File: config.mk
export PLATFORM = sky130hd
export DESIGN_NAME = erps_sqrt
export DESIGN_NICKNAME = d
export VERILOG_FILES = /design/src/rtl/core/erps_pkg.sv /design/src/rtl/core/erps_sqrt.sv
export SDC_FILE = /design/constraint.sdc
export NUM_CORES = 2
export LEC_CHECK = 0
export ABC_AREA = 1
export BUFFER_PORTS_ARGS = -buffer_cell sky130_fd_sc_hd__buf_2
export CORE_MARGIN = 4
export CORE_UTILIZATION = 63
export CTS_CLUSTER_SIZE = 10
export DETAILED_ROUTE_END_ITERATION = 7
export PLACE_DENSITY = 0.81
export RECOVER_POWER = 100
export SLEW_MARGIN = 20
export SYNTH_ARGS = -nofsm -noshare
export SYNTH_HDL_FRONTEND = slang
export SYNTH_SLANG_ARGS = --single-unit
File: constraint.sdc
create_clock -name clk -period 16 [get_ports clk]
set_input_delay 1.6 -clock clk [delete_from_list [all_inputs] [get_ports clk]]
set_output_delay 1.6 -clock clk [all_outputs]
set_load 0.01 [all_outputs]
File: src/rtl/core/erps_pkg.sv
package erps_pkg;

  localparam int unsigned POS_W          = 20;
  localparam int unsigned CHG_W          = 16;
  localparam int unsigned BOX_W          = 20;
  localparam int unsigned CUT_W          = 26;
  localparam int unsigned ALPHA_W        = 16;
  localparam int unsigned ENERGY_W       = 32;

  localparam int unsigned ERFC_POINTS_DEF = 1024;
  localparam int unsigned POS_BITS_DEF    = 20;

  // axis difference magnitudes at or above 2^MAG_W are always outside cutoff
  localparam int unsigned MAG_W          = 21;
  localparam int unsigned R2_W           = 2 * MAG_W + 2;
  localparam int unsigned ROOT_W         = R2_W / 2;
  localparam int unsigned QMAG_W         = 31;
  localparam int unsigned ERFC_W         = 31;
  localparam int unsigned NUM_W          = 37;

  localparam int unsigned CFG_IDX_W      = 3;
  localparam int unsigned CFG_DATA_W     = CUT_W;

  localparam logic [BOX_W-1:0]   BOX_RST   = BOX_W'(196608);
  localparam logic [CUT_W-1:0]   CUT_RST   = CUT_W'(94372);
  localparam logic [ALPHA_W-1:0] ALPHA_RST = ALPHA_W'(13107);

  localparam logic [ENERGY_W-1:0] E_POS_MAX = 32'h7FFF_FFFF;
  localparam logic [ENERGY_W-1:0] E_NEG_MIN = 32'h8000_0000;

  typedef enum logic [CFG_IDX_W-1:0] {
    CFG_BOX_X     = 3'd0,
    CFG_BOX_Y     = 3'd1,
    CFG_BOX_Z     = 3'd2,
    CFG_CUTOFF_SQ = 3'd3,
    CFG_ALPHA     = 3'd4
  } cfg_reg_t;

  typedef struct packed {
    logic [POS_W-1:0]        first_x;
    logic [POS_W-1:0]        first_y;
    logic [POS_W-1:0]        first_z;
    logic [POS_W-1:0]        second_x;
    logic [POS_W-1:0]        second_y;
    logic [POS_W-1:0]        second_z;
    logic signed [CHG_W-1:0] first_charge;
    logic signed [CHG_W-1:0] second_charge;
  } pair_in_t;

  typedef struct packed {
    logic                       in_cutoff;
    logic signed [ENERGY_W-1:0] energy;
    logic                       saturated;
  } pair_out_t;

  typedef struct packed {
    logic              in_cutoff;
    logic              neg;
    logic [QMAG_W-1:0] qmag;
  } sq_side_t;

  typedef struct packed {
    logic in_cutoff;
    logic neg;
    logic qzero;
    logic rzero;
  } div_side_t;

endpackage

File: src/rtl/core/erps_sqrt.sv
module erps_sqrt #(
  parameter int unsigned SIDE_W = $bits(erps_pkg::sq_side_t)
) (
  input  logic                        clk,
  input  logic                        rst_n,
  input  logic                        in_valid,
  output logic                        in_stall,
  input  logic [erps_pkg::R2_W-1:0]   in_rad,
  input  logic [SIDE_W-1:0]           in_side,
  output logic                        out_valid,
  input  logic                        out_stall,
  output logic [erps_pkg::ROOT_W-1:0] out_root,
  output logic [SIDE_W-1:0]           out_side
);
  import erps_pkg::*;

  localparam int unsigned STEPS = ROOT_W;
  localparam int unsigned REM_W = ROOT_W + 3;

  logic              v_r    [STEPS];
  logic [STEPS-1:0]  en;
  logic [R2_W-1:0]   rad_r  [STEPS];
  logic [REM_W-1:0]  rem_r  [STEPS];
  logic [ROOT_W-1:0] root_r [STEPS];
  logic [SIDE_W-1:0] side_r [STEPS];

  // one root bit per stage, two radicand bits consumed per stage
  for (genvar k = 0; k < STEPS; k++) begin : g_step
    logic              v_in;
    logic [R2_W-1:0]   rad_in;
    logic [REM_W-1:0]  rem_in;
    logic [ROOT_W-1:0] root_in;
    logic [SIDE_W-1:0] side_in;
    logic [REM_W-1:0]  rem_sh;
    logic [REM_W-1:0]  trial;
    logic [REM_W-1:0]  rem_nxt;
    logic              ge;

    if (k == 0) begin : g_first
      assign v_in    = in_valid;
      assign rad_in  = in_rad;
      assign rem_in  = '0;
      assign root_in = '0;
      assign side_in = in_side;
    end else begin : g_next
      assign v_in    = v_r[k-1];
      assign rad_in  = rad_r[k-1];
      assign rem_in  = rem_r[k-1];
      assign root_in = root_r[k-1];
      assign side_in = side_r[k-1];
    end

    if (k == STEPS - 1) begin : g_last
      assign en[k] = !v_r[k] || !out_stall;
    end else begin : g_mid
      assign en[k] = !v_r[k] || en[k+1];
    end

    assign rem_sh  = {rem_in[REM_W-3:0], rad_in[R2_W-1 -: 2]};
    assign trial   = {1'b0, root_in, 2'b01};
    assign ge      = rem_sh >= trial;
    assign rem_nxt = ge ? rem_sh - trial : rem_sh;

    always_ff @(posedge clk) begin
      if (!rst_n) begin
        v_r[k] <= 1'b0;
      end else if (en[k]) begin
        v_r[k] <= v_in;
      end
    end

    always_ff @(posedge clk) begin
      if (en[k]) begin
        rad_r[k]  <= rad_in << 2;
        rem_r[k]  <= rem_nxt;
        root_r[k] <= {root_in[ROOT_W-2:0], ge};
        side_r[k] <= side_in;
      end
    end
  end

  assign in_stall  = !en[0];
  assign out_valid = v_r[STEPS-1];
  assign out_root  = root_r[STEPS-1];
  assign out_side  = side_r[STEPS-1];

endmodule

Word level (Yosys, flattened, before mapping) --
Memories as Yosys holds them, arrays and structs flattened. Index checks and enable logic that the tools add are counted.
Cells by class: add/subtract/negate cells 22, magnitude comparators 22, multiplexer cells 133, bitwise operators 22, reduce and logical (&&, ||, !) cells 46
Operators by type and width (number):
- 25-bit two-way mux | 22
- 25-bit by 24-bit >= comparator with 1-bit output | 21
- 25-bit by 24-bit subtractor with 25-bit output | 21
- 1-bit two-way mux | 111
- 1-bit logical NOT | 24
- 1-bit logical OR | 22
- 1-bit OR | 22
- 2-bit by 1-bit subtractor with 3-bit output, second input constant | 1
- 2-bit by 1-bit >= comparator with 1-bit output, second input constant | 1
Storage, ports and cells: register bits after elaboration 0, memory bits (writable) 2706, bits of input ports 81, output and inout port bits 57, word-level logic and storage cells 250, memories kept 5
Memories:
- rad_r | depth 22, bits a word 42, read ports 21, clocked after memory_dff 0, wr ports 22, line erps_sqrt.sv:22 | logic [R2_W-1:0] rad_r [STEPS];
- side_r | depth 22, bits a word 33, read ports 22, clocked after memory_dff 0, wr ports 22, line erps_sqrt.sv:25 | logic [SIDE_W-1:0] side_r [STEPS];
- rem_r | depth 22, bits a word 25, read ports 21, clocked after memory_dff 0, wr ports 22, line erps_sqrt.sv:23 | logic [REM_W-1:0] rem_r [STEPS];
- root_r | depth 22, bits a word 22, read ports 22, clocked after memory_dff 0, wr ports 22, line erps_sqrt.sv:24 | logic [ROOT_W-1:0] root_r [STEPS];
- v_r | depth 22, bits a word 1, read ports 22, clocked after memory_dff 0, wr ports 22, line erps_sqrt.sv:20 | logic v_r [STEPS];

Depth between registers and ports, before layout --
An unclocked memory read counts as a cell.
depth after elaboration 28, gate-level depth with buffers 18, gate-level depth less buffers 18

Worst setup path after synthesis --
OpenSTA, ideal clock, no wires.
path kind input to output, start in out_stall, end out in_stall, arrival 10738 ps, required time 14400 ps, slack 3662 ps, stages 12, buffers on the path 0, path through nand3_2 nor2_4 nand4_4 nor2_4 nand4_4 nor2_4 nand4_4 nor2_4 nand4_4 nor2_4 nand4_2 inv_1
Between the ends: cells in the longest elaborated chain, start to end 24
Ends and longest elaborated chain:
- from (decl) | line erps_sqrt.sv:11 | input logic out_stall,
- 1-bit logical NOT | line erps_sqrt.sv:54 | assign en[k] = !v_r[k] || !out_stall;
- 1-bit logical OR | line erps_sqrt.sv:54
- 1-bit logical OR (5 in a row) | line erps_sqrt.sv:56 | assign en[k] = !v_r[k] || en[k+1];
- via en[16] | line erps_sqrt.sv:21 | logic [STEPS-1:0] en;
- 1-bit logical OR (4 in a row) | line erps_sqrt.sv:56
- via en[12] | line erps_sqrt.sv:21
- 1-bit logical OR (4 in a row) | line erps_sqrt.sv:56
- via en[8] | line erps_sqrt.sv:21
- 1-bit logical OR (4 in a row) | line erps_sqrt.sv:56
- via en[4] | line erps_sqrt.sv:21
- 1-bit logical OR (4 in a row) | line erps_sqrt.sv:56
- via en[0] | line erps_sqrt.sv:21
- 1-bit logical NOT | line erps_sqrt.sv:82 | assign in_stall = !en[0];
- to (decl) | line erps_sqrt.sv:7 | output logic in_stall,
The timed path passes the listed nets, and every way through them passes these cells.

==> reports/metrics.csv <==
metric,value,unit
ios,138,
grt_pass1_wl,261,mm
crit_slowest_cell,clkbuf_1,
netlist_area,78400,um^2
fin_worst_hold_slack,0.382,ns
powerDensity,147,nW/um^2
syn_inst,5726,
ys_seq_elements,1917,
grt_overflow,0,
crit_path_start_kind,input port,
avgSynthCellArea,13.7,um^2
sequentialPowerShare,52.9,%
cts.clk_slew.worst_paths,0.06,ns
hold_class,register to register,
hold_violations,0,
start_util,63.5,%
fill_cells,7859,
skew,0.0843,ns
drt_iter0_markers,4860,
cp_data_required_time,15.93,ns
ctsResizeCount,0,
finalCritPeriodShare,67.4,%
worst_pin_slew,4.77,ns
drive_above_1_share,5.42,%
total_power,12.7,mW
wl_per_cell,21.8,um
die_area,130000,um^2
intPower,9.28,mW
fp.dieW,361,um
cp_max_fo,73,
fin_setup_tns,0,ns
fmax,0.0927,GHz
pre_cts_ws,8.65,ns
clkPwrFrac,33.6,%
period_minus_slack,10.78,ns
post-cts-setup-buffers,0,
rsz0062_at_grt,false,
routabilityCongestion,0.938,
hold_buffers,0,
switchingPower,3.45,mW
firstDrtPassIters,8,
cp.arrival,10.72,ns
final_common_cell,edfxtp_1,
leakage,34.9,nW
synthFlopType,edfxtp_1,
grt_use_total,25.9,%
clock_path_buffers,3,
crit_top_cell,nor2_1,
cts_sinks,1917,
fp.dieH,361,um
cts-buffers-inserted,212,
ys_seq_area_share,73.4,%
crit_path_end_kind,register,
outcome,"finished, violations left",
grt_pass1_vias,45900,
ys_warn_count,0,
drv_cap,23,
slew_viol_final,1415,
dp_hpwl,104,mm
htree_levels,4,
grt_max_degree,88,
drt_drc_violations_left,6,
worstPathCellList,clkbuf_1 -> nand3_1 -> nor2_1 -> nand4_1 -> nor2_1 -> nand4_1 -> nor2_1 -> nand4_4 -> nor2_1 -> nand4_4 -> nor2_1 -> nand3_1 -> clkbuf_1,
synth_nets,6083,
area_growth,10.5,%
antenna_found_initial,1,
via_count,45100,
final_nets,6408,
peakVddDrop,140,uV
layout_common_cells,"edfxtp_1, inv_1, nand2_1, nor2_1, o21ai_0",
drt-total-wl,168,mm
violations,"DRC, capacitance limit, slew limit",
cts_tree,built,
max_stage_delay,1.65,ns
coreArea,124000,um^2
synth_edf_count,1916,
portBuffers,137,
maxSlewHeadroom,-218,%
ant_nets,0,
ys_types,63,
fin_util,70.1,%
synthArstFlopShare,0,%
crit_type,input port to register,
final.setup.worst_slack,5.22,ns
cts_root_buf,clkbuf_16,
clock_latency,0.83,ns
combPwrFrac,13.5,%
finalSetupViolations,0,
placementRows,129,
p_sw_share,27.1,%
avgViaCountPerCell,5.83,
through the flow:
| step | cell area, um^2 | cells |
|---|---|---|
| after global placement | 81200 | 7473 |
| after floorplan | 78400 | 5726 |
| after detailed placement | 81200 | 7473 |
| after global routing | 86700 | 7730 |
| after CTS | 87100 | 7729 |
| final | 86700 | 7731 |
cell families after synthesis:
group,Yosys count,synth area share (%)
flip-flops,1917,73.4
AND/OR/NAND/NOR,1569,8.68
AO/OA/AOI/OAI,798,5.58
buffers and inverters,798,3.86
XOR/XNOR,367,4.10
adder cells (fa/ha/maj),276,4.40
other,1,0.00478
final timing paths:
kind | start | end | slack [ns] | cells past startpoint
max | out_stall | rad_r[0][68] | 5.22 | 13
min | rad_r[0][249] | rad_r[0][293] | 0.38 | 0
max reg2reg | v_r[5][1] | rad_r[0][68] | 5.72 | 12
min reg2reg | rad_r[0][249] | rad_r[0][293] | 0.38 | 0
power groups by stage:
| stage | Sequential (mW) | Combinational [mW] | Clock [mW] |
|---|---|---|---|
| 6_report | 6.74 | 1.71 | 4.28 |
| 5_1_grt | 6.78 | 1.90 | 4.58 |
| 4_1_cts | 6.73 | 1.69 | 4.35 |
| 3_5_place_dp | 6.79 | 1.63 | 0 |
| 3_3_place_gp | 6.76 | 1.58 | 0 |
| 2_1_floorplan | 6.60 | 1.25 | 0 |
sequential cells by signal (all words and copies together), names as in the netlist:
register and count:
side_r 726, rad_r 462, root_r 253, rem_r 454
v_r 22
synth_stat cells, types with 7 or more instances:
cell | number | area share [%]
nand2_1 | 714 | 3.4
edfxtp_1 | 1916 | 73
nand3_1 | 166 | 1.1
o21a_1 | 12 | 0.11
o21ai_0 | 337 | 2.1
buf_2 | 25 | 0.16
o21bai_1 | 9 | 0.086
xnor2_1 | 173 | 1.9
xor2_1 | 194 | 2.2
nor3_1 | 80 | 0.51
o2111ai_1 | 7 | 0.078
a31oi_1 | 25 | 0.20
nor4_1 | 50 | 0.40
nor2_1 | 425 | 2.0
a21oi_1 | 316 | 2.0
o211ai_1 | 16 | 0.15
inv_1 | 738 | 3.5
ha_1 | 276 | 4.4
nand3b_1 | 9 | 0.086
a21boi_0 | 10 | 0.096
a21o_1 | 14 | 0.13
or2_2 | 24 | 0.19
nand4_1 | 64 | 0.51
clkbuf_1 | 28 | 0.13
a211oi_1 | 7 | 0.067
final cells by class:
type,count,area (um^2),share of cell area [%]
Antenna cell,1,2.50,0.00289
Timing Repair Buffer,165,707,0.816
Clock inverter,25,449,0.518
Sequential cell,1917,57600,66.4
Inverter,744,2800,3.23
Tap cell,1637,2050,2.36
Multi-Input combinational cell,3011,17700,20.5
Clock buffer,231,5380,6.20
worst max-delay path, delay by kind of cell:
family / cells / cell delay (ns)
buffers and inverters: 2 / 1.81
AND/OR/NAND/NOR: 11 / 7.20
routing by layer:
| metal | wire (um) | share of wire, % | vias to the layer above | global-route usage, % |
|---|---|---|---|---|
| li1 | - | - | 20800 | - |
| met4 | 9230 | 5.5 | 0 | 12.6 |
| met5 | 0 | 0 | - | 0 |
| met2 | 85100 | 51 | 2157 | 45.1 |
| met1 | 63400 | 38 | 21500 | 31.7 |
| met3 | 10700 | 6.4 | 594 | 4.35 |
(Power assumes the default switching activity.)
