<file path="src/rtl/core/erps_pkg.sv">
package erps_pkg;

  localparam int unsigned POS_W          = 20;
  localparam int unsigned CHG_W          = 16;
  localparam int unsigned BOX_W          = 20;
  localparam int unsigned CUT_W          = 26;
  localparam int unsigned ALPHA_W        = 16;
  localparam int unsigned ENERGY_W       = 32;

  localparam int unsigned ERFC_POINTS_DEF = 1024;
  localparam int unsigned POS_BITS_DEF    = 20;

  // axis difference magnitudes at or above 2^MAG_W are always outside cutoff
  localparam int unsigned MAG_W          = 21;
  localparam int unsigned R2_W           = 2 * MAG_W + 2;
  localparam int unsigned ROOT_W         = R2_W / 2;
  localparam int unsigned QMAG_W         = 31;
  localparam int unsigned ERFC_W         = 31;
  localparam int unsigned NUM_W          = 37;

  localparam int unsigned CFG_IDX_W      = 3;
  localparam int unsigned CFG_DATA_W     = CUT_W;

  localparam logic [BOX_W-1:0]   BOX_RST   = BOX_W'(196608);
  localparam logic [CUT_W-1:0]   CUT_RST   = CUT_W'(94372);
  localparam logic [ALPHA_W-1:0] ALPHA_RST = ALPHA_W'(13107);

  localparam logic [ENERGY_W-1:0] E_POS_MAX = 32'h7FFF_FFFF;
  localparam logic [ENERGY_W-1:0] E_NEG_MIN = 32'h8000_0000;

  typedef enum logic [CFG_IDX_W-1:0] {
    CFG_BOX_X     = 3'd0,
    CFG_BOX_Y     = 3'd1,
    CFG_BOX_Z     = 3'd2,
    CFG_CUTOFF_SQ = 3'd3,
    CFG_ALPHA     = 3'd4
  } cfg_reg_t;

  typedef struct packed {
    logic [POS_W-1:0]        first_x;
    logic [POS_W-1:0]        first_y;
    logic [POS_W-1:0]        first_z;
    logic [POS_W-1:0]        second_x;
    logic [POS_W-1:0]        second_y;
    logic [POS_W-1:0]        second_z;
    logic signed [CHG_W-1:0] first_charge;
    logic signed [CHG_W-1:0] second_charge;
  } pair_in_t;

  typedef struct packed {
    logic                       in_cutoff;
    logic signed [ENERGY_W-1:0] energy;
    logic                       saturated;
  } pair_out_t;

  typedef struct packed {
    logic              in_cutoff;
    logic              neg;
    logic [QMAG_W-1:0] qmag;
  } sq_side_t;

  typedef struct packed {
    logic in_cutoff;
    logic neg;
    logic qzero;
    logic rzero;
  } div_side_t;

endpackage

</file>
<file path="src/rtl/core/erps_div.sv">
module erps_div #(
  parameter int unsigned SIDE_W = $bits(erps_pkg::div_side_t)
) (
  input  logic                        clk,
  input  logic                        rst_n,
  input  logic                        in_valid,
  output logic                        in_stall,
  input  logic [erps_pkg::NUM_W-1:0]  in_num,
  input  logic [erps_pkg::ROOT_W-1:0] in_den,
  input  logic [SIDE_W-1:0]           in_side,
  output logic                        out_valid,
  input  logic                        out_stall,
  output logic [erps_pkg::NUM_W-1:0]  out_quot,
  output logic [SIDE_W-1:0]           out_side
);
  import erps_pkg::*;

  localparam int unsigned STEPS = NUM_W;

  logic              v_r    [STEPS];
  logic [STEPS-1:0]  en;
  logic [NUM_W-1:0]  num_r  [STEPS];
  logic [NUM_W-1:0]  quot_r [STEPS];
  logic [ROOT_W-1:0] rem_r  [STEPS];
  logic [ROOT_W-1:0] den_r  [STEPS];
  logic [SIDE_W-1:0] side_r [STEPS];

  // restoring division, one quotient bit per stage
  for (genvar k = 0; k < STEPS; k++) begin : g_step
    logic              v_in;
    logic [NUM_W-1:0]  num_in;
    logic [NUM_W-1:0]  quot_in;
    logic [ROOT_W-1:0] rem_in;
    logic [ROOT_W-1:0] den_in;
    logic [SIDE_W-1:0] side_in;
    logic [ROOT_W:0]   rem_sh;
    logic [ROOT_W:0]   diff;
    logic [ROOT_W-1:0] rem_nxt;
    logic              ge;

    if (k == 0) begin : g_first
      assign v_in    = in_valid;
      assign num_in  = in_num;
      assign quot_in = '0;
      assign rem_in  = '0;
      assign den_in  = in_den;
      assign side_in = in_side;
    end else begin : g_next
      assign v_in    = v_r[k-1];
      assign num_in  = num_r[k-1];
      assign quot_in = quot_r[k-1];
      assign rem_in  = rem_r[k-1];
      assign den_in  = den_r[k-1];
      assign side_in = side_r[k-1];
    end

    if (k == STEPS - 1) begin : g_last
      assign en[k] = !v_r[k] || !out_stall;
    end else begin : g_mid
      assign en[k] = !v_r[k] || en[k+1];
    end

    assign rem_sh  = {rem_in, num_in[NUM_W-1]};
    assign diff    = rem_sh - {1'b0, den_in};
    assign ge      = rem_sh >= {1'b0, den_in};
    assign rem_nxt = ge ? diff[ROOT_W-1:0] : rem_sh[ROOT_W-1:0];

    always_ff @(posedge clk) begin
      if (!rst_n) begin
        v_r[k] <= 1'b0;
      end else if (en[k]) begin
        v_r[k] <= v_in;
      end
    end

    always_ff @(posedge clk) begin
      if (en[k]) begin
        num_r[k]  <= num_in << 1;
        quot_r[k] <= {quot_in[NUM_W-2:0], ge};
        rem_r[k]  <= rem_nxt;
        den_r[k]  <= den_in;
        side_r[k] <= side_in;
      end
    end
  end

  assign in_stall  = !en[0];
  assign out_valid = v_r[STEPS-1];
  assign out_quot  = quot_r[STEPS-1];
  assign out_side  = side_r[STEPS-1];

endmodule

</file>
<file path="config.mk">
export PLATFORM = sky130hd
export DESIGN_NAME = erps_div
export DESIGN_NICKNAME = d
export VERILOG_FILES = /design/src/rtl/core/erps_pkg.sv /design/src/rtl/core/erps_div.sv
export SDC_FILE = /design/constraint.sdc
export NUM_CORES = 2
export LEC_CHECK = 0
export ABC_AREA = 1
export BUFFER_PORTS_ARGS = -buffer_cell sky130_fd_sc_hd__clkbuf_2
export CAP_MARGIN = 0
export CORE_ASPECT_RATIO = 1.4
export CORE_MARGIN = 1
export CORE_UTILIZATION = 57
export DETAILED_ROUTE_END_ITERATION = 10
export PLACE_DENSITY = 0.86
export SYNTH_ARGS = -nofsm -noshare
export SYNTH_HDL_FRONTEND = slang
export SYNTH_MEMORY_MAX_BITS = 65536
export SYNTH_SLANG_ARGS = --single-unit
</file>
<file path="constraint.sdc">
create_clock -name clk -period 15.51 [get_ports clk]
set_input_delay 0 -clock clk [delete_from_list [all_inputs] [get_ports clk]]
set_output_delay 0 -clock clk [all_outputs]
set_load 0.02 [all_outputs]
</file>
After elaboration in Yosys (flattened, before gate mapping). Memory sizes are Yosys's and may differ from the RTL's. Index checks and enable logic that the tools add are counted. W data, S select, Z words.

Flip-flop bits (word level): 0. Memory bits (read-only): 0. Bits in latches: 0. Memories kept: 6. RAM bits: 4514.

Magnitude comparators: 37. Mux-type cells: 223. Bitwise gates (word level): 37. Shift-type cells: 0. Eq/ne operators: 0. Multipliers: 0. Reductions and logical operators: 76. Div/mod/pow operators: 0. Add/subtract/negate cells: 37.

Memories: quot_r (words 37, width 37, read ports 37, clocked after Yosys merged registers in 0, wr ports 37, RTL line erps_div.sv:23) `logic [NUM_W-1:0] quot_r [STEPS];`; num_r (words 37, width 36, read ports 36, clocked after Yosys merged registers in 0, wr ports 37, RTL line erps_div.sv:22) `logic [NUM_W-1:0] num_r [STEPS];`; den_r (words 37, width 22, read ports 36, clocked after Yosys merged registers in 0, wr ports 37, RTL line erps_div.sv:25) `logic [ROOT_W-1:0] den_r [STEPS];`; rem_r (words 37, width 22, read ports 36, clocked after Yosys merged registers in 0, wr ports 37, RTL line erps_div.sv:24) `logic [ROOT_W-1:0] rem_r [STEPS];`; side_r (words 37, width 4, read ports 37, clocked after Yosys merged registers in 0, wr ports 37, RTL line erps_div.sv:26) `logic [SIDE_W-1:0] side_r [STEPS];`; v_r (words 37, width 1, read ports 37, clocked after Yosys merged registers in 0, wr ports 37, RTL line erps_div.sv:20) `logic v_r [STEPS];`.

Operators by type and width (count): $ge A23 B22 Y1 (36); $mux W22 (37); $sub A22 B22 Y22 (36); $mux W1 (186); $logic_not A1 Y1 (39); $logic_or A1 B1 Y1 (37); $or A1 B1 Y1 (37); $ge A1 B22 Y1 (1); $sub A1 B22 Y22 (1).

Depth between registers and ports, before layout. An unclocked memory read counts as a cell.

Depth in word-level cells: 43. Gate-level depth with buffers: 22.

Worst setup path before layout. Ideal clock, no wire load.

Path kind: reg-to-reg. Start point: mem v_r[36][0], in the netlist v_r[4][4]. End point: mem den_r[0][22] in the netlist's numbering (enable). Setup slack: -591 ps. Cell stages (with the launch flop): 22. Data arrival time: 15267 ps. Buffers on the path: 0. Cells stage by stage: edfxtp_1 > nand2_2 > nor2_4 > nand4_4 > nor2_4 > nand4_4 > nor2_4 > nand4_4 > nor2_4 > nand4_4 > nor2_4 > nand4_4 > nor2_4 > nand4_4 > nor2_4 > nand4_4 > nor2_4 > nand4_4 > nor2_4 > nand2_1 > inv_1 > nand2_1.

RTL lines (RTL line): from (decl) (erps_div.sv:20); to (decl) (erps_div.sv:25).

==> run_results.csv <==
group,metric,value,unit
status,status,"complete, but fails checks",
status,violations,"DRC, capacitance limit, slew limit",
global_routing,antenna_found_initial,8,
cts,clk_path_buf_depth,4,
worst_setup_path,crit_path_start_kind,"flop",
worst_setup_path,cp-end-kind,"flop",
cts,cts_sinks,3138,
global_routing,grt_use_total,0.250,
synth,post_synth_num_cell_types,56,
cts,cts_tree,"done",
place,place_area,142000,µm²
floorplanning,rows,213,
pwr,ir_worst_vdd,0.114,mV
worst_hold_path,min_to,"rem_r[0][3]",
detailed_routing,drt_pass1_iterations,11,
worst_setup_path,crit_required,16.00,ns
detailed_routing,drcViolationCount,2,
cts,worstSkewPairLatency,0.91,ns
timing,timing.final.crit_share,0.598,
worst_setup_path,path_max_fanout,72,
worst_setup_path,r2r-end,"num_r[0][49]",
synth,syn_area,138000,µm²
timing,tightest_slew,1.49,ns
timing,rsz0062_at_grt,"false",
timing,post-route-min-period,9.27,ns
global_routing,grt_pass1_vias,88800,
floorplanning,die_x,417,µm
synth,yosysWarnings,0,
floorplanning,die_area,243000,µm²
worst_setup_path,timing_worst_setup_path_type,"flop to flop",
timing,setup_tns,0,ns
detailed_routing,drtAntennaViolNets,0,
detailed_routing,vias,83700,
detailed_routing,drtIter0Drc,6095,
synth,seq_area_frac_synth,0.685,
global_routing,grt_max_degree,77,
synth,ys_ff_latch,3138,
pwr,p_leak,63.4,nW
detailed_routing,routedWlPerCell,21.3,µm
timing,layout_setup_ws,6.24,ns
synth,async_reset_ff_frac,0,
synth,avgSynthCellArea,13.1,µm²
worst_setup_path,arrival,9.76,ns
worst_hold_path,min_from,"in_den[3]",
place,port_buffers,109,
timing,maxSlewViolCount,1,
synth,synth-edff-count,3137,
place,dp_slack,6.20,ns
synth,syn_inst,10500,
floorplanning,die_h,583,µm
global_routing,grt_pass1_wl,469000,µm
worst_setup_path,r2r-start,"v_r[4][4]",
worst_hold_path,hold-path-cell-count,4,
cts,htree_levels,5,
place,dpl.hpwl,218000,µm
cts,cts_repair_resize_count,0,
cts,root_buffer,"clkbuf_16",
synth,synth.most_common_cell,"edfxtp_1",
timing,finalHoldViolations,0,
place,gp_congestion,1.00,
flow_run,cap_violations,1,
timing,finalClockSkew,0.0820,ns
synth,synth_top_cell_by_area,"edfxtp_1",
global_routing,overflow,0,
synth,synth_area_leaders,"edfxtp_1 68%, ha_1 7.2%, a21oi_1 5.3%",
timing,slew_headroom,-0.000701,
timing,whs,0.100,ns
finish,final_cell_area,153000,µm²
cts,path_clk_slew,0.08,ns
worst_setup_path,rr_worst_depth,23,
synth,syn_nets,11400,
floorplanning,core_area,240000,µm²
pwr,powerDensity,180,nW/µm²
finish,final_net_count,11800,
timing,finalSetupViolCount,0,
cts,cts_buffers,293,
synth,ys.flop_type,"edfxtp_1",
synth,synth_top_area_share,0.685,
floorplanning,design.portCount,110,
floorplanning,start_util,0.573,
synth,synth_common_cells,"3,137 x edfxtp_1, 1,453 x a21oi_1, 1,278 x inv_1",
finish,area_growth,11.2,%
finish,layout-drive-gt1-share,0.0628,
timing,fmax,0.108,GHz
detailed_routing,routed_wl,307000,µm
worst_setup_path,r2r_setup_slack,6.24,ns
detailed_routing,via_per_inst,5.82,
worst_hold_path,hold_path_class,"input pin to flop",
==> routing by layer <==
metal | vias up | share of wire | track usage
met4 | 8 | 0.12 | 0.256
met3 | 1564 | 0.046 | 0.0445
met1 | 40300 | 0.28 | 0.193
li1 | 38400 | - | -
met5 | - | 0.00015 | 0
met2 | 3458 | 0.56 | 0.491
==> flip-flops by register name, indices dropped and copies added, names as in the netlist <==
| register | count |
|---|---|
| den_r | 792 |
| rem_r | 792 |
| quot_r | 703 |
| num_r | 666 |
| side_r | 148 |
| v_r | 37 |
==> critical path: stages, from the launching register on <==
cell	delay, ns
edfxtp_1	0.37
nand2_2	0.06
buf_4	0.30
nor2_4	0.26
nand4_4	0.45
nor2_4	0.40
nand4_4	0.51
nor2_4	0.41
nand4_4	0.51
nor2_4	0.40
nand4_4	0.45
nor2_4	0.37
nand4_4	0.48
nor2_4	0.37
nand4_4	0.31
nor2_4	0.29
nand4_4	0.50
nor2_4	0.42
nand4_4	0.56
nor2_4	0.37
nand2_4	0.23
inv_1	0.19
nand2_4	0.15
buf_4	0.38
==> repair_timing <==
action | CTS | global route
endpoints found under the hold margin | 174 | 0
hold buffers | 129 | 0
setup buffers | 0 | 0
==> stage by stage <==
step | total power [mW] | instances | util
floorplan | 17.8 | 10500 | -
global placement | 19.5 | 13700 | 0.593
detailed placement | 20.2 | 13700 | 0.593
CTS | 27.4 | 14400 | 0.637
global route | 28.8 | 14400 | 0.637
finish | 27.6 | 14400 | 0.637
==> power breakdown <==
| group | leakage (nW) | internal [mW] | total, mW | switching, mW |
|---|---|---|---|---|
| clock network | 4.59 | 4.07 | 7.16 | 3.09 |
| registers | 33.9 | 11.4 | 12.1 | 0.795 |
| logic | 24.9 | 3.03 | 8.31 | 5.27 |
| total | 63.4 | 18.5 | 27.6 | 9.15 |
==> logic make-up after synthesis <==
| logic type | Yosys count | share of synthesized area |
|---|---|---|
| flops | 3138 | 0.685 |
| simple gates | 2279 | 0.0699 |
| compound gates | 2099 | 0.0837 |
| fa+ha+maj | 829 | 0.0773 |
| buf+inv | 1435 | 0.0399 |
| xor+xnor | 696 | 0.0443 |
==> worst max path at each step <==
| stage | to | startpoint | depth (start not counted) | slack [ns] |
|---|---|---|---|---|
| after floorplan | den_r[0][22] | v_r[4][4] | 21 | 0.21 |
| after global placement | num_r[0][42] | v_r[4][4] | 23 | 6.82 |
| after detailed placement | num_r[0][45] | v_r[4][4] | 23 | 6.20 |
| after CTS | in_stall | v_r[4][4] | 22 | 5.98 |
| after global routing | num_r[0][49] | v_r[4][4] | 23 | 5.35 |
| final | num_r[0][49] | v_r[4][4] | 23 | 6.24 |
==> final cells by class <==
class | count | area (µm²)
antenna | 7 | 17.5
clock buffer | 337 | 7620
clock inverter | 174 | 1760
fill | 15800 | 87100
inverter | 1282 | 4820
multi-input combinational | 5903 | 38100
sequential | 3138 | 94200
tap | 3225 | 4040
timing repair buffer | 313 | 2400
==> cells in the final DEF (no fill, tap or decap), types with 37 or more instances in the layout <==
master,count
xor2_1,306
o21ai_0,337
a21oi_1,1453
nand2_1,868
ha_1,794
clkbuf_1,38
edfxtp_1,3137
clkinv_1,54
nor2_1,966
nand4_1,96
nor3_1,54
inv_1,1262
o21ai_1,56
buf_4,75
a21o_1,37
nor4_1,65
nand3_1,157
clkbuf_16,299
clkbuf_2,109
xnor2_1,390
dlygate4sd3_1,129
clkinv_2,64
Note: power is estimated with default switching activity, not from simulation.
